`src/rtl/assert_macros.svh`:
```
// assertion macros shared by the leader clustering rtl
`ifndef ASSERT_MACROS_SVH
`define ASSERT_MACROS_SVH

// same-cycle implication, sampled on clk, off while rst_n is low
`define LCA_ASSERT_NOW(lbl, ante, cons, msg) \
    lbl: assert property (@(posedge clk) disable iff (!rst_n) (ante) |-> (cons)) \
        else $error(msg);

// next-cycle implication, sampled on clk, off while rst_n is low
`define LCA_ASSERT_NEXT(lbl, ante, cons, msg) \
    lbl: assert property (@(posedge clk) disable iff (!rst_n) (ante) |=> (cons)) \
        else $error(msg);

`endif

```
`src/rtl/lca_ram.sv`:
```
// generic simple dual-port ram with registered read
`default_nettype none

module lca_ram #(
    parameter int WIDTH = 8,
    parameter int DEPTH = 16
) (
    input  wire logic                                      clk,
    input  wire logic                                      we,
    input  wire logic [((DEPTH > 1) ? $clog2(DEPTH) : 1)-1:0] waddr,
    input  wire logic [WIDTH-1:0]                          wdata,
    input  wire logic [((DEPTH > 1) ? $clog2(DEPTH) : 1)-1:0] raddr,
    output logic      [WIDTH-1:0]                          rdata
);

    logic [WIDTH-1:0] mem [DEPTH];
    logic [WIDTH-1:0] rdata_reg;

    always_ff @(posedge clk)
    begin
        if (we)
        begin
            mem[waddr] <= wdata;
        end
        rdata_reg <= mem[raddr];
    end

    assign rdata = rdata_reg;

endmodule

`default_nettype wire

```
`config.mk`:
```
export PLATFORM = sky130hd
export DESIGN_NAME = lca_ram
export DESIGN_NICKNAME = d
export VERILOG_FILES = /design/src/rtl/assert_macros.svh /design/src/rtl/lca_ram.sv
export SDC_FILE = /design/constraint.sdc
export NUM_CORES = 1
export LEC_CHECK = 0
export BUFFER_PORTS_ARGS = -buffer_cell sky130_fd_sc_hd__buf_2
export CAP_MARGIN = 20
export CORE_ASPECT_RATIO = 1.2
export CORE_MARGIN = 10
export CORE_UTILIZATION = 60
export CTS_BUF_LIST = sky130_fd_sc_hd__clkbuf_16
export CTS_CLUSTER_SIZE = 10
export DETAILED_ROUTE_END_ITERATION = 6
export HOLD_SLACK_MARGIN = 0.06
export PLACE_DENSITY_LB_ADDON = 0.2
export SETUP_SLACK_MARGIN = 0.4
export SYNTH_ARGS = -nofsm -noshare
export SYNTH_HDL_FRONTEND = slang
export SYNTH_SLANG_ARGS = --single-unit
```
`constraint.sdc`:
```
create_clock -name clk -period 2.01 [get_ports clk]
set_input_delay 0.201 -clock clk [delete_from_list [all_inputs] [get_ports clk]]
set_output_delay 0.201 -clock clk [all_outputs]
set_load 0.05 [all_outputs]
```
# Yosys cells after proc, flatten, opt, wreduce, memory -nomap -nowiden
# Memory sizes are Yosys's and may differ from the RTL's. A register that Yosys moved wholly into a read port is not among the register bits.
# Cells that the tools add are included.
# totals
output_inout_bits	8
register_bits	0
memories	1
word_cells	3
inputBits	18
ramBits	128
# classes
muxes	2
# memory_table
memory	words	word_bits	read_ports	rd_ports_with_merged_regs	write_ports	line_no	rtl
mem	16	8	1	1	1	lca_ram.sv:16	logic [WIDTH-1:0] mem [DEPTH];
# op_table
op	count
2-to-1 mux 1 bit	2

# Longest topological paths before layout
# Gate-level depths: netlist of the first run.
# depth
depth_word	2
mapped_depth	5
ltp_nobuf	3

# Least setup slack after synthesis of the first run
# No wires, ideal clock.
# synth_timing
path_kind	input -> register
start	input waddr[2] (netlist name)
end	memory mem[0][0] (enable)
t_arrival_ps	1311
setup_slack_ps	316
setup_time_ps	383
path_stages	2
t_required_ps	1627
n_path_buf	0
cell_sequence	or3b_2 -> nor3_1
# synth_lines
element	line_no	rtl
start, declared	lca_ram.sv:10	input wire logic [((DEPTH > 1) ? $clog2(DEPTH) : 1)-1:0] waddr,
end, declared	lca_ram.sv:16	
# No word-level cell before the write port.

==> results.py, run 1 <==
metrics = {
    "route": {
        "wire_per_inst_um": 24.3,
        "dr.pass1.iters": 4,
        "drc_errors": 0,
        "first_iter_violations": 163,
        "wl_um": 10000,
        "vias": 2440,
        "final_antenna_net_count": 0,
        "vias_per_cell": 5.94,
    },
    "cells_and_area": {
        "diodes": 0,
        "syn2layout_area_growth_pct": 19.8,
        "nFillCells": 482,
        "drive_gt1_share_pct": 32.0,
        "largest_register_ffs": 128,
        "layout.nets": 302,
        "final_util_pct": 74.8,
    },
    "pwr": {
        "vdd.ir_drop.worst_uv": 953,
        "p_per_area_mw_per_mm2": 1110,
        "p_leak_uw": 0.00213,
    },
    "worst_hold_path": {
        "holdPathStages": 1,
        "min_to": "mem[15][1]",
        "holdCritStartpoint": "wdata[1]",
        "holdCritPathClass": "in -> reg",
    },
    "placed_design": {
        "dp_hpwl_um": 6240,
        "port_buffers": 25,
        "place.gp.congestion": 0.719,
    },
    "yosys": {
        "synth_edf_count": 128,
        "syn-instance-count": 229,
        "synthFlopType": "edfxtp_1",
        "syn_area_mm2": 0.00515,
        "synth_cell_types": 19,
        "syn_nets": 247,
        "synth_area_per_cell_um2": 22.5,
        "ys_async_sr_fraction_pct": 0,
        "ys_seq_area_share_pct": 77.8,
        "synth_seq_cells": 136,
        "yosysWarnings": 0,
        "yosys.area.top_type": "edfxtp_1",
        "synth_top_cell_area_share_pct": 74.7,
        "synth_area_leaders": "edfxtp_1 75%, mux4_2 7.9%, mux4_1 7.1%, dfxtp_1 3.1%, a22oi_1 2.3%",
    },
    "floorplan": {
        "ioPinCount": 26,
        "initial_core_util_pct": 62.4,
        "die_x_um": 105,
        "core_area_mm2": 0.00824,
        "fp.dieH_um": 121,
        "dieArea_mm2": 0.0127,
        "fp-row-count": 36,
    },
    "global_route": {
        "track_usage_pct": 17.0,
        "first_global_vias": 2651,
        "grt_pass1_wl_um": 15700,
        "overflow": 0,
        "antenna_found_initial": 0,
        "grt_start_max_net_pins": 18,
    },
    "setup_path": {
        "arrival_ns": 1.70,
        "endpoint_kind": "register",
        "rr_startpoint": "mem[11][0]",
        "rr_worst_depth": 3,
        "start_kind": "register",
        "cp_max_fo": 1,
        "required_ns": 2.30,
        "timing.rr.end": "rdata[0]",
        "r2r_setup_slack_ns": 0.60,
        "critPathKind": "reg -> reg",
    },
    "cts": {
        "cts_inserted_buffers": 17,
        "cts_setup_buffers": 0,
        "cts_buffer_depth": 2,
        "clk_latency_ns": 0.41,
        "ctsResizeCount": 0,
        "clock_sinks": 136,
        "cts_tree": "built",
        "cts_root_buffer": "clkbuf_16",
        "htree_levels": 4,
        "clkTransAtPathRegs_ns": 0.06,
        "hold_buffers": 0,
    },
    "flow_run": {
        "cap_violations": 0,
    },
    "sta": {
        "fmax_ghz": 0.707,
        "finalSetupViolCount": 0,
        "rsz0062_at_grt": "no",
        "final-hold-violation-count": 0,
        "setup_tns_ns": 0,
        "drv_slew": 0,
        "worst_pin_slew_ns": 0.630,
        "maxSlewHeadroom_pct": 57.8,
        "min_period_ns": 1.41,
        "finalCritPeriodShare_pct": 70.3,
        "fin_skew_ns": 0.00637,
    },
    "outcome": {
        "status": "finished clean",
    },
}
per-stage QoR:
step                cells  setup slack [ns]  area, um^2  power (uW)  hold slack (ns)
floorplan             229             0.543        5150        3470            0.300
global placement      379             0.281        5530        3610            0.594
detailed placement    379             0.266        5530        3620            0.605
CTS                   411             0.588        6170        6880            0.171
global route          411             0.529        6170        7040            0.166
finish                411             0.596        6170        6850            0.167
power breakdown:
group | internal, uW | leakage [uW] | switching (uW)
Combinational | 133 | 0.000596 | 233
Clock | 2180 | 0.000309 | 1110
Sequential | 3170 | 0.00122 | 20.4
Total | 5490 | 0.00213 | 1360
layer usage:
| metal | routed length, um | vias up | global-route usage [%] |
|---|---|---|---|
| met5 | 0 | - | 0 |
| met4 | 163 | 0 | 5.92 |
| li1 | - | 1084 | - |
| met1 | 3890 | 1248 | 20.7 |
| met3 | 651 | 15 | 5.84 |
| met2 | 5300 | 93 | 27.7 |
logic make-up after synthesis:
kind of cell / count (synthesis) / synth area share (%)
simple gates: 35 / 3.18
compound gates: 16 / 2.33
flops: 136 / 77.8
buf+inv: 10 / 1.68
mux: 32 / 15.0
cell usage in the layout (no fill, tap or decap):
cell type	netlist	final
edfxtp_1	128	128
buf_2	3	25
mux4_2	18	18
buf_4	1	18
clkbuf_16	0	17
a22oi_1	16	16
mux4_1	14	14
nor2_1	13	13
nand2_1	9	9
dfxtp_1	8	8
bufinv_16	0	5
nor3_1	4	3
clkinvlp_4	0	3
buf_12	0	3
nand3b_1	2	2
nand2b_1	2	2
clkinv_4	0	2
clkinv_2	0	2
inv_1	0	2
nor2b_1	1	1
and2_1	1	1
and2b_1	1	1
nand3_1	1	1
or3b_2	1	1
nor3_2	0	1
clkinv_1	0	1
Yosys cell counts (all sizes together), types with 2 or more instances:
cell type        n
nand2b           2
edfxtp         128
nand2            9
nor2            13
buf              7
mux4            32
nand3b           2
dfxtp            8
clkdlybuf4s25    3
nor3             4
a22oi           16
worst max-delay path by stage:
stage | to | slack, ns | start
global placement | rdata[2] | 0.28 | raddr[0]
finish | rdata[0] | 0.60 | mem[11][0]
floorplan | mem[3][0] | 0.54 | waddr[2]
global route | rdata[1] | 0.53 | mem[9][1]
CTS | rdata[6] | 0.59 | mem[3][6]
detailed placement | rdata[7] | 0.27 | raddr[0]
final cells by class:
cell class | instances | area (um^2) | share of cell area, %
Clock inverter | 15 | 211 | 3.43
Sequential cell | 136 | 4000 | 64.9
Clock buffer | 17 | 425 | 6.90
Multi-Input combinational cell | 83 | 1060 | 17.2
Tap cell | 114 | 143 | 2.31
Timing Repair Buffer | 46 | 320 | 5.19
critical path, stage by stage, from the launching register on:
cell	delay, ns
edfxtp_1	0.38
mux4_2	0.49
a22oi_1	0.31
nand2_1	0.11
Note: power is estimated with default switching activity, not from simulation.
==> run 2, diff against run 1 <==
--- a/config.mk
+++ b/config.mk
@@ -9,7 +9,7 @@
 export CAP_MARGIN = 20
 export CORE_ASPECT_RATIO = 1.2
 export CORE_MARGIN = 10
-export CORE_UTILIZATION = 60
+export CORE_UTILIZATION = 54
 export CTS_BUF_LIST = sky130_fd_sc_hd__clkbuf_16
 export CTS_CLUSTER_SIZE = 10
 export DETAILED_ROUTE_END_ITERATION = 6
==> constraint.sdc (replaced) <==
create_clock -name clk -period 1.25 [get_ports clk]
set_input_delay 0.125 -clock clk [delete_from_list [all_inputs] [get_ports clk]]
set_output_delay 0.125 -clock clk [all_outputs]
set_load 0.05 [all_outputs]
==> results.py, run 2 (synthesized netlist as in run 1, its figures left out) <==
metrics = {
    "outcome": {
        "status": "complete, but fails checks",
        "violations": "setup timing",
    },
    "sta": {
        "finalSetupViolCount": 2,
        "fin_skew_ns": 0.00844,
        "fmax_ghz": 0.798,
        "final-hold-violation-count": 0,
        "maxSlewHeadroom_pct": 40.5,
        "rsz0062_at_grt": "yes",
        "worst_pin_slew_ns": 0.889,
        "drv_slew": 0,
        "fin_ws_ns": -0.00319,
        "setup_tns_ns": -0.00637,
        "finalCritPeriodShare_pct": 100,
        "min_period_ns": 1.25,
    },
    "setup_path": {
        "rr_startpoint": "mem[6][0]",
        "critPathKind": "reg -> reg",
        "required_ns": 1.54,
        "timing.rr.end": "rdata[0]",
        "endpoint_kind": "register",
        "rr_worst_depth": 3,
        "start_kind": "register",
        "arrival_ns": 1.54,
        "cp_max_fo": 1,
        "r2r_setup_slack_ns": -0.003,
        "startpoint": "mem[6][0]",
    },
    "route": {
        "vias_per_cell": 5.84,
        "dr.pass1.iters": 4,
        "first_iter_violations": 168,
        "drc_errors": 0,
        "wire_per_inst_um": 23.3,
        "wl_um": 10100,
        "final_antenna_net_count": 0,
        "vias": 2527,
    },
    "worst_hold_path": {
        "min_to": "mem[14][5]",
        "holdCritStartpoint": "wdata[5]",
        "holdPathStages": 1,
        "holdCritPathClass": "in -> reg",
    },
    "cts": {
        "cts_root_buffer": "clkbuf_16",
        "clkTransAtPathRegs_ns": 0.06,
        "cts_inserted_buffers": 17,
        "cts_buffer_depth": 2,
        "clock_sinks": 136,
        "htree_levels": 4,
        "cts_tree": "built",
        "clk_latency_ns": 0.41,
    },
    "placed_design": {
        "port_buffers": 25,
        "dp_hpwl_um": 6490,
        "dpl_cell_area_mm2": 0.00581,
        "place.gp.congestion": 0.742,
    },
    "cells_and_area": {
        "stdcell_area_mm2": 0.00657,
        "drive_gt1_share_pct": 48.9,
        "nFillCells": 539,
        "largest_register_ffs": 128,
        "syn2layout_area_growth_pct": 27.6,
        "multiInputGateArea_mm2": 0.00119,
        "final_common_cell": "edfxtp_1",
        "most-common-layout-cells": "128 x edfxtp_1, 32 x mux4_2, 18 x buf_4, 17 x clkbuf_16",
        "seqCellArea_mm2": 0.00401,
        "layout.nets": 318,
        "diodes": 0,
    },
    "pwr": {
        "vdd.ir_drop.worst_uv": 967,
        "p_per_area_mw_per_mm2": 1560,
        "p_leak_uw": 0.00220,
    },
    "global_route": {
        "grt_pass1_wl_um": 16000,
        "grt_busiest_layer": "met2",
        "gr-usage-met1_pct": 18.9,
        "track_usage_pct": 15.9,
        "antenna_found_initial": 0,
        "use_met2_pct": 26.3,
        "met3_usage_pct": 4.10,
        "overflow": 0,
        "first_global_vias": 2807,
        "grt_start_max_net_pins": 22,
    },
    "floorplan": {
        "fp-row-count": 38,
        "die_x_um": 109,
        "initial_core_util_pct": 56.1,
        "fp.dieH_um": 127,
        "ioPinCount": 26,
        "dieArea_mm2": 0.0139,
        "core_area_mm2": 0.00918,
    },
    "flow_run": {
        "cap_violations": 0,
    },
}
==> run 2: cell type report <==
| cell class | count | area share [%] |
|---|---|---|
| Tap cell | 120 | 2.29 |
| Sequential cell | 136 | 61.1 |
| Timing Repair Buffer | 62 | 10.6 |
| Multi-Input combinational cell | 83 | 18.1 |
| Clock inverter | 15 | 1.49 |
| Clock buffer | 17 | 6.47 |
==> run 2: worst max path at each step <==
| stage | to | slack [ns] | cells past startpoint |
|---|---|---|---|
| floorplan | mem[0][0] | 0.02 | 2 |
| CTS | rdata[3] | -0.01 | 3 |
| global route | rdata[3] | -0.05 | 3 |
| global placement | rdata[4] | -0.34 | 6 |
| detailed placement | rdata[4] | -0.31 | 6 |
| finish | rdata[0] | -0.003 | 3 |
==> run 2: timing repair <==
item,in CTS,in global routing
pin swaps,8,3
buffers inserted,3,2
resized for setup,42,4
setup endpoints to repair,76,53
hold buffers,0,0
==> run 2: metal layers <==
metal | up-vias | part of all wire, %
li1 | 1102 | -
met1 | 1349 | 39
met2 | 59 | 55
met3 | 17 | 3.9
met4 | 0 | 2.3
met5 | - | 0
==> run 2: worst max-delay path, cell delays in order (launching register included) <==
cell,delay [ns]
edfxtp_1,0.39
mux4_2,0.48
a22oi_2,0.19
nand2_1,0.07
==> run 2: power breakdown <==
| part | switching, uW | internal (uW) |
|---|---|---|
| logic | 421 | 352 |
| registers | 45.8 | 5110 |
| clock network | 1680 | 2650 |
| total | 2140 | 8120 |
==> run 2: metrics by stage <==
step	setup slack, ns	hold slack (ns)	utilization (%)	total power (uW)	cells
2_1_floorplan	0.0220	0.224	-	5630	229
4_1_cts	-0.0106	0.100	71.1	10300	431
3_3_place_gp	-0.337	0.516	63.3	5890	396
5_1_grt	-0.0508	0.110	71.6	10600	433
6_report	-0.00319	0.101	71.6	10300	433
3_5_place_dp	-0.307	0.528	63.3	5910	396
