File: src/rtl/assert_macros.svh
// assertion macros shared by the leader clustering rtl
`ifndef ASSERT_MACROS_SVH
`define ASSERT_MACROS_SVH

// same-cycle implication, sampled on clk, off while rst_n is low
`define LCA_ASSERT_NOW(lbl, ante, cons, msg) \
    lbl: assert property (@(posedge clk) disable iff (!rst_n) (ante) |-> (cons)) \
        else $error(msg);

// next-cycle implication, sampled on clk, off while rst_n is low
`define LCA_ASSERT_NEXT(lbl, ante, cons, msg) \
    lbl: assert property (@(posedge clk) disable iff (!rst_n) (ante) |=> (cons)) \
        else $error(msg);

`endif

File: src/rtl/lca_pkg.sv
// types and constants of the leader clustering block
`default_nettype none

package lca_pkg;

    localparam int VAL_W   = 24;   // one 20.4 value
    localparam int SUM_W   = 40;   // running sum of one element
    localparam int MEMB_W  = 16;   // member count
    localparam int DIST_W  = 32;   // l1 distance and its limit
    localparam int IDX_W   = 6;    // cluster_index field
    localparam int KEPT_W  = 5;    // kept_rows field
    localparam int IN_W    = 3 * VAL_W;
    localparam int OUT_W   = 64;
    localparam int CNT_W   = 5;    // divider step counter

    localparam logic [1:0] REG_AREA_THR = 2'd0;
    localparam logic [1:0] REG_AREA_TOL = 2'd1;
    localparam logic [1:0] REG_POS_TOL  = 2'd2;
    localparam logic [1:0] REG_DIST_LIM = 2'd3;

    typedef enum logic [1:0] {
        ST_JOIN = 2'd0,
        ST_NEW  = 2'd1,
        ST_FULL = 2'd2,
        ST_ROWS = 2'd3
    } status_t;

    typedef enum logic [3:0] {
        S_IDLE,
        S_START,
        S_INFO,
        S_INFO_CHK,
        S_CMP,
        S_ROW_RD,
        S_ROW_DATA,
        S_DIV_GO,
        S_DIV_WAIT,
        S_WR,
        S_DECIDE,
        S_JOIN_CHK,
        S_INFO_WR
    } state_t;

    typedef enum logic [1:0] {
        M_SCAN,
        M_CHECK,
        M_UPD,
        M_NEW
    } mode_t;

    typedef struct packed {
        logic              start;
        logic [SUM_W-1:0]  dividend;
        logic [MEMB_W-1:0] divisor;
    } div_req_t;

    typedef struct packed {
        logic             busy;
        logic             done;
        logic [VAL_W-1:0] quotient;
    } div_rsp_t;

endpackage

`default_nettype wire

File: src/rtl/lca_div.sv
// restoring divider, one quotient bit per cycle, for the cluster centres
`default_nettype none
`include "assert_macros.svh"

module lca_div (
    input  wire logic              clk,
    input  wire logic              rst_n,
    input  wire lca_pkg::div_req_t req,
    output lca_pkg::div_rsp_t      rsp
);

    logic                           busy_reg, busy_next;
    logic                           done_reg, done_next;
    logic [lca_pkg::CNT_W-1:0]      cnt_reg, cnt_next;
    logic [lca_pkg::MEMB_W-1:0]     rem_reg, rem_next;
    logic [lca_pkg::MEMB_W-1:0]     dvs_reg, dvs_next;
    logic [lca_pkg::VAL_W-1:0]      quo_reg, quo_next;
    logic [lca_pkg::MEMB_W:0]       trial;

    always_comb
    begin
        busy_next = busy_reg;
        done_next = 1'b0;
        cnt_next  = cnt_reg;
        rem_next  = rem_reg;
        dvs_next  = dvs_reg;
        quo_next  = quo_reg;
        trial     = {rem_reg, quo_reg[lca_pkg::VAL_W-1]};
        if (req.start)
        begin
            // high part is below the divisor for any valid cluster
            busy_next = 1'b1;
            cnt_next  = lca_pkg::CNT_W'(lca_pkg::VAL_W);
            rem_next  = req.dividend[lca_pkg::SUM_W-1:lca_pkg::VAL_W];
            quo_next  = req.dividend[lca_pkg::VAL_W-1:0];
            dvs_next  = (req.divisor == '0) ? lca_pkg::MEMB_W'(1) : req.divisor;
        end
        else if (busy_reg)
        begin
            if (trial >= {1'b0, dvs_reg})
            begin
                rem_next = lca_pkg::MEMB_W'(trial - {1'b0, dvs_reg});
                quo_next = {quo_reg[lca_pkg::VAL_W-2:0], 1'b1};
            end
            else
            begin
                rem_next = trial[lca_pkg::MEMB_W-1:0];
                quo_next = {quo_reg[lca_pkg::VAL_W-2:0], 1'b0};
            end
            cnt_next = cnt_reg - lca_pkg::CNT_W'(1);
            if (cnt_reg == lca_pkg::CNT_W'(1))
            begin
                busy_next = 1'b0;
                done_next = 1'b1;
            end
        end
    end

    always_ff @(posedge clk or negedge rst_n)
    begin
        if (!rst_n)
        begin
            busy_reg <= 1'b0;
            done_reg <= 1'b0;
            cnt_reg  <= '0;
        end
        else
        begin
            busy_reg <= busy_next;
            done_reg <= done_next;
            cnt_reg  <= cnt_next;
        end
    end

    always_ff @(posedge clk)
    begin
        rem_reg <= rem_next;
        dvs_reg <= dvs_next;
        quo_reg <= quo_next;
    end

    assign rsp.busy     = busy_reg;
    assign rsp.done     = done_reg;
    assign rsp.quotient = quo_reg;

    `LCA_ASSERT_NOW(a_start_idle, req.start, !busy_reg, "divider started while busy")
    `LCA_ASSERT_NOW(a_done_idle, done_reg, !busy_reg, "divider done while still busy")
    `LCA_ASSERT_NEXT(a_done_ends, done_reg, !done_reg && !busy_reg, "divider done held")

endmodule

`default_nettype wire

File: config.mk
export PLATFORM = sky130hd
export DESIGN_NAME = lca_div
export DESIGN_NICKNAME = d
export VERILOG_FILES = /design/src/rtl/lca_pkg.sv /design/src/rtl/lca_div.sv
export VERILOG_INCLUDE_DIRS = /design/src /design/src/rtl
export SDC_FILE = /design/constraint.sdc
export NUM_CORES = 1
export LEC_CHECK = 0
export ABC_AREA = 1
export BUFFER_PORTS_ARGS = -buffer_cell sky130_fd_sc_hd__buf_2
export CAP_MARGIN = 0
export CORE_UTILIZATION = 55
export DETAILED_ROUTE_END_ITERATION = 7
export PLACE_DENSITY = 0.8
export SETUP_SLACK_MARGIN = 0.2
export SKIP_CTS_REPAIR_TIMING = 1
export SYNTH_ARGS = -nofsm -noshare
export SYNTH_HDL_FRONTEND = slang
export SYNTH_SLANG_ARGS = --single-unit
File: constraint.sdc
create_clock -name clk -period 2.95 [get_ports clk]
set_clock_uncertainty 0.15 [all_clocks]
set_input_delay 0.59 -clock clk [delete_from_list [all_inputs] [get_ports clk]]
set_output_delay 0.59 -clock clk [all_outputs]
set_load 0.01 [all_outputs]
**Yosys cells after proc, flatten, opt, wreduce, memory -nomap -nowiden**

Index checks and enable logic that the tools add are counted.

- Register bits after elaboration: 63
- Input port bits: 59
- Output and inout bits: 26
- Logic and storage cells: 26

- $add $sub $neg: 2
- $lt $le $gt $ge: 1
- Equality and inequality tests: 1
- Multiplexer cells: 14
- Reduce and logical (&&, ||, !) cells: 2

Operators by type and width:

| kind | number |
|---|---|
| 16-bit two-way mux | 3 |
| 24-bit two-way mux | 2 |
| 17-bit by 16-bit greater-or-equal comparator with 1-bit output | 1 |
| 16-bit logical NOT | 1 |
| 16-bit subtractor | 1 |
| 5-bit two-way mux | 2 |
| 1-bit two-way mux | 7 |
| 5-bit by 1-bit equality test with 1-bit output, second input constant | 1 |
| 5-bit by 1-bit subtractor with 5-bit output, second input constant | 1 |
| 2-bit nonzero test | 1 |

**Logic depth before layout (Yosys ltp)**

- Word-level depth: 4
- Gate-level depth with buffers: 14
- Depth with buffers taken out: 14

**Least setup slack after synthesis**

No wires, ideal clock.

- Path kind: input to register
- From: input port req[56] (netlist bit)
- To: register quo_reg[0] (netlist bit) (enable)
- Arrival: 1.804 ns
- Path slack: 0.597 ns
- Stages on the path: 3
- Path buffers: 1
- Cells stage by stage: clkbuf_1 -> inv_2 -> nand2_1

- Longest elaborated chain between the ends: 1

RTL lines:

| what | RTL line | source |
|---|---|---|
| start, declared | lca_div.sv:8 | `input wire lca_pkg::div_req_t req,` |
| 2-bit nonzero test (no line) | -- |  |
| end signal, assigned | lca_div.sv:79 | `quo_reg <= quo_next;` |
| end, declared | lca_div.sv:17 | `logic [lca_pkg::VAL_W-1:0] quo_reg, quo_next;` |

Every way passes these cells.
A chain may end at the register's enable or synchronous reset.

**Worst setup path after layout**

- From: register rem_reg[6] (netlist bit)
- To: register rem_reg[13] (netlist bit) (data pin)

- Longest elaborated chain between the ends: 4
- Elaborated cells on any way between the ends: 5
- Classes of those cells: add/sub: 1; order compare: 1; mux: 3

RTL lines:

| what | RTL line | source |
|---|---|---|
| start, declared | lca_div.sv:15 | `logic [lca_pkg::MEMB_W-1:0] rem_reg, rem_next;` |
| start signal, assigned | lca_div.sv:77 | `rem_reg <= rem_next;` |
| 16-bit subtractor / 17-bit by 16-bit greater-or-equal comparator with 1-bit output (equally long branches) | lca_div.sv:42, lca_div.sv:40 |  |
| 16-bit two-way mux (*) | lca_div.sv:40 | `if (trial >= {1'b0, dvs_reg})` |
| 16-bit two-way mux (*) | lca_div.sv:38 | `else if (busy_reg)` |
| 16-bit two-way mux (*) | lca_div.sv:29 | `if (req.start)` |
| named net rem_next, one bit | lca_div.sv:15 |  |

Mark *: on every way through the listed nets, which the timed path passes. The rest lies on a longest branch. The select of a mux whose other input is x is not followed.

==> run summary <==
- status: finished, final reports clean
- vias per cell: 5.08
- Max H-tree Level: 3
- area of the die: 0.00773 mm^2
- category of the most critical setup path: flop to flop
- CTS buffer count: 9
- CP Cell Sequence: ha_1 -> nand2_2 -> inv_2 -> nand2_1 -> nand2_1 -> inv_2 -> nand3_2 -> nand2_4 -> nand2_4 -> nand2_1 -> nand2_1 -> nand2_1 -> nand2_1
- portion of the post-synthesis area used by sequential elements: 45.7%
- relative slew slack: 60.0%
- max-cap violation count: 0
- clock-pin slew on the worst setup and hold paths: 0.07 ns
- estimated wirelength of the detail-placed design: 6830 um
- number of synthesized flops with an enable pin: 56
- final setup TNS: 0 ns
- antenna violations before repair: 0
- count of warnings emitted by yosys: 0
- Power Internal: 2.19 mW
- Placed Instances: 661
- Psw: 1.61 mW
- RSZ-0062 raised after global routing: no
- via total after detailed routing: 3437
- Power Dens Cells: 816 mW/mm^2
- hold wc startpoint: req[13]
- Sequential Power Share: 33.7%
- Port Buffer Count: 84
- final-report hold violation count: 0
- detailed-route wire length per cell: 13.3 um
- total I/O pin count: 85
- worst stage delay on the critical path: 0.42 ns
- required time worst endpoint: 2.90 ns
- via count of the first global-routing pass: 3337
- clk_lat worst skew: 0.33 ns
- placeable core area: 0.00694 mm^2
- number of flip-flops in the largest register: 24
- global-route wire length before repair: 15000 um
- clock tree from TritonCTS: yes
- number of fillers in the final layout: 584
- cell area after layout: 0.00465 mm^2
- CP Capture Type: flop
- Die H: 87.9 um
- switching power share of the total: 42.3%
- Area growth syn-to-layout: 14.6%
- worst hold slack across all endpoints: 0.296 ns
- Peak supply drop: 0.000431 V
- average cell area after synthesis: 8.02 um^2
- initial cell density of the core: 58.5%
- initial DRC count: 270
- pin count of the biggest net entering global routing: 59
- Synth async-reset ratio: 11.1%
- CP startpoint kind: flop
- slack of the worst reg-to-reg path: 0.50 ns
- total of flip-flops plus latches after synthesis: 63
- CTS Root Buffer Type: sky130_fd_sc_hd__clkbuf_8
- Clk pwr share: 16.2%
- area of placed instances: 0.00449 mm^2
- total routing resource utilization after global routing: 25.5%
- max-slew violations: 0
- Antenna diodes: 0
- clock sink total: 63
- antenna-violating nets left: 0
- syn_nets: 584
- critical path peak fanout: 17
- final global-route overflow total: 0
- fraction of layout cells with a size suffix above 1: 23.9%
- Yosys cell types: 32
- most used flip-flop cell after synthesis: sky130_fd_sc_hd__edfxtp_1
- fraction of power consumed by combinational cells: 50.1%
- DRC: 0
- post-route fraction of the period consumed by the critical path: 83.1%
- sum of routed wire length over all layers: 9000 um
- Final Power: 3.80 mW
- cell with the biggest individual delay on the critical path: sky130_fd_sc_hd__edfxtp_1
- transition time at the pin with the least slew margin: 0.595 ns
- Hold Crit Endpoint: dvs_reg[13]
- leakage component of the power: 2.45 nW
- clock period minus final worst setup slack: 2.45 ns
- capturing point of the worst reg2reg path: rem_reg[13]
- cell repeated most along the worst path: sky130_fd_sc_hd__nand2_1
- signal arrival time at the worst endpoint: 2.40 ns
- R2R Path Start: rem_reg[6]
- Initial DRT Pass Iterations: 5
- cell depth of the worst min-delay path: 1
- Post-Layout Cell Count: 677
- width of the die: 87.9 um
- largest buffer count on any clock path: 2
- class of the most critical hold timing path: input port to flop
- final setup violation count: 0
- highest attainable clock frequency: 408 MHz
- number of cells traversed by the worst register-to-register path: 13
- Cells after Synth: 506
- final weighted congestion of routability-driven global placement: 0.899
- area of the mapped netlist: 0.00406 mm^2
- Final nets: 655
- std cell rows: 30
[layout make-up]
| cell class | instances | area (um^2) | share of cell area, % |
|---|---|---|---|
| repair buffers | 89 | 460 | 9.90 |
| well taps | 96 | 120 | 2.58 |
| clock buffers | 10 | 128 | 2.74 |
| inverters | 70 | 263 | 5.65 |
| flip-flops and latches | 63 | 1860 | 39.9 |
| multi-input cells | 344 | 1800 | 38.7 |
| clock inverters | 5 | 26.3 | 0.565 |
[synth_stat cells (2+ instances only)]
cell type	n	share of area, %
sky130_fd_sc_hd__dfrtp_1	7	4.3
sky130_fd_sc_hd__nand3_1	31	3.8
sky130_fd_sc_hd__inv_2	4	0.37
sky130_fd_sc_hd__buf_2	3	0.37
sky130_fd_sc_hd__nor4_1	6	0.92
sky130_fd_sc_hd__nor2_1	12	1.1
sky130_fd_sc_hd__nand2_2	18	2.8
sky130_fd_sc_hd__nor2_4	5	1.4
sky130_fd_sc_hd__nor3_1	2	0.25
sky130_fd_sc_hd__nand2_1	198	18
sky130_fd_sc_hd__edfxtp_1	56	41
sky130_fd_sc_hd__nand2_4	2	0.55
sky130_fd_sc_hd__xnor2_1	6	1.3
sky130_fd_sc_hd__nand3_2	6	1.5
sky130_fd_sc_hd__nand4_1	4	0.62
sky130_fd_sc_hd__clkbuf_1	22	2.0
sky130_fd_sc_hd__ha_1	18	5.5
sky130_fd_sc_hd__nand3b_1	12	2.2
sky130_fd_sc_hd__inv_1	66	6.1
sky130_fd_sc_hd__a21oi_1	9	1.1
sky130_fd_sc_hd__buf_4	3	0.55
sky130_fd_sc_hd__o21ai_0	5	0.62
sky130_fd_sc_hd__nor2_2	2	0.31
[worst max-delay path, delay by kind of cell, from the launching register on]
| kind | cells | cell delay, ns |
|---|---|---|
| adder cells (fa/ha/maj) | 1 | 0.40 |
| buffers and inverters | 2 | 0.11 |
| flip-flops | 1 | 0.42 |
| AND/OR/NAND/NOR | 10 | 1.14 |
[per-layer routing]
layer	routed length, um	vias up	share of wire [%]	GRT usage [%]
met1	4080	1572	45	33.3
met5	0	-	0	0
met4	149	0	1.7	8.79
met2	4260	114	47	42.0
li1	-	1738	-	-
met3	516	13	5.7	5.56
[cell usage in the layout, fill, tap and decap left out, drive strengths merged]
| cell type | instances |
|---|---|
| fa | 1 |
| clkinvlp | 1 |
| a21oi | 9 |
| xnor2 | 6 |
| o21ai | 5 |
| buf | 88 |
| o22ai | 1 |
| nand2 | 218 |
| or2 | 1 |
| dfrtp | 7 |
| a41o | 1 |
| xor2 | 1 |
| clkbuf | 10 |
| nor4 | 6 |
| ha | 18 |
| dlygate4sd3 | 1 |
| edfxtp | 56 |
| nand4 | 4 |
| and2 | 1 |
| clkinv | 4 |
| inv | 70 |
| nand3b | 12 |
| nand3 | 37 |
| a21o | 1 |
| nor3 | 3 |
| nor2 | 19 |
[worst max path at each step]
stage	slack, ns	endpoint	startpoint	cells past startpoint
2_1_floorplan	0.60	quo_reg[0]	req[56]	3
5_1_grt	0.31	rem_reg[13]	rem_reg[6]	13
6_report	0.50	rem_reg[13]	rem_reg[6]	13
3_3_place_gp	0.64	rem_reg[15]	rem_reg[2]	13
3_5_place_dp	0.54	rem_reg[13]	rem_reg[6]	13
4_1_cts	0.52	rem_reg[13]	rem_reg[6]	13
[through the flow]
stage	util (%)	setup WS, ns
finish	67.0	0.499
detailed placement	64.6	0.536
floorplan	-	0.597
global placement	64.6	0.638
global route	67.0	0.308
CTS	66.9	0.522
[kinds of logic after synthesis]
kind of cell,count (synthesis),share of synthesized area [%]
DFF,63,45.7
AOI/OAI and AO/OA,17,2.31
buffers and inverters,99,9.93
xor gates and xnor gates,7,1.51
adders and majority gates,19,6.04
and+or+nand+nor,301,34.5
[power groups by stage]
stage / sequential (mW) / clock (mW) / combinational (mW)
2_1_floorplan: 1.29 / 0 / 1.50
3_3_place_gp: 1.29 / 0 / 1.85
3_5_place_dp: 1.29 / 0 / 1.87
4_1_cts: 1.28 / 0.630 / 1.88
5_1_grt: 1.30 / 0.658 / 2.15
6_report: 1.28 / 0.617 / 1.90
Note: power is estimated with default switching activity, not from simulation.
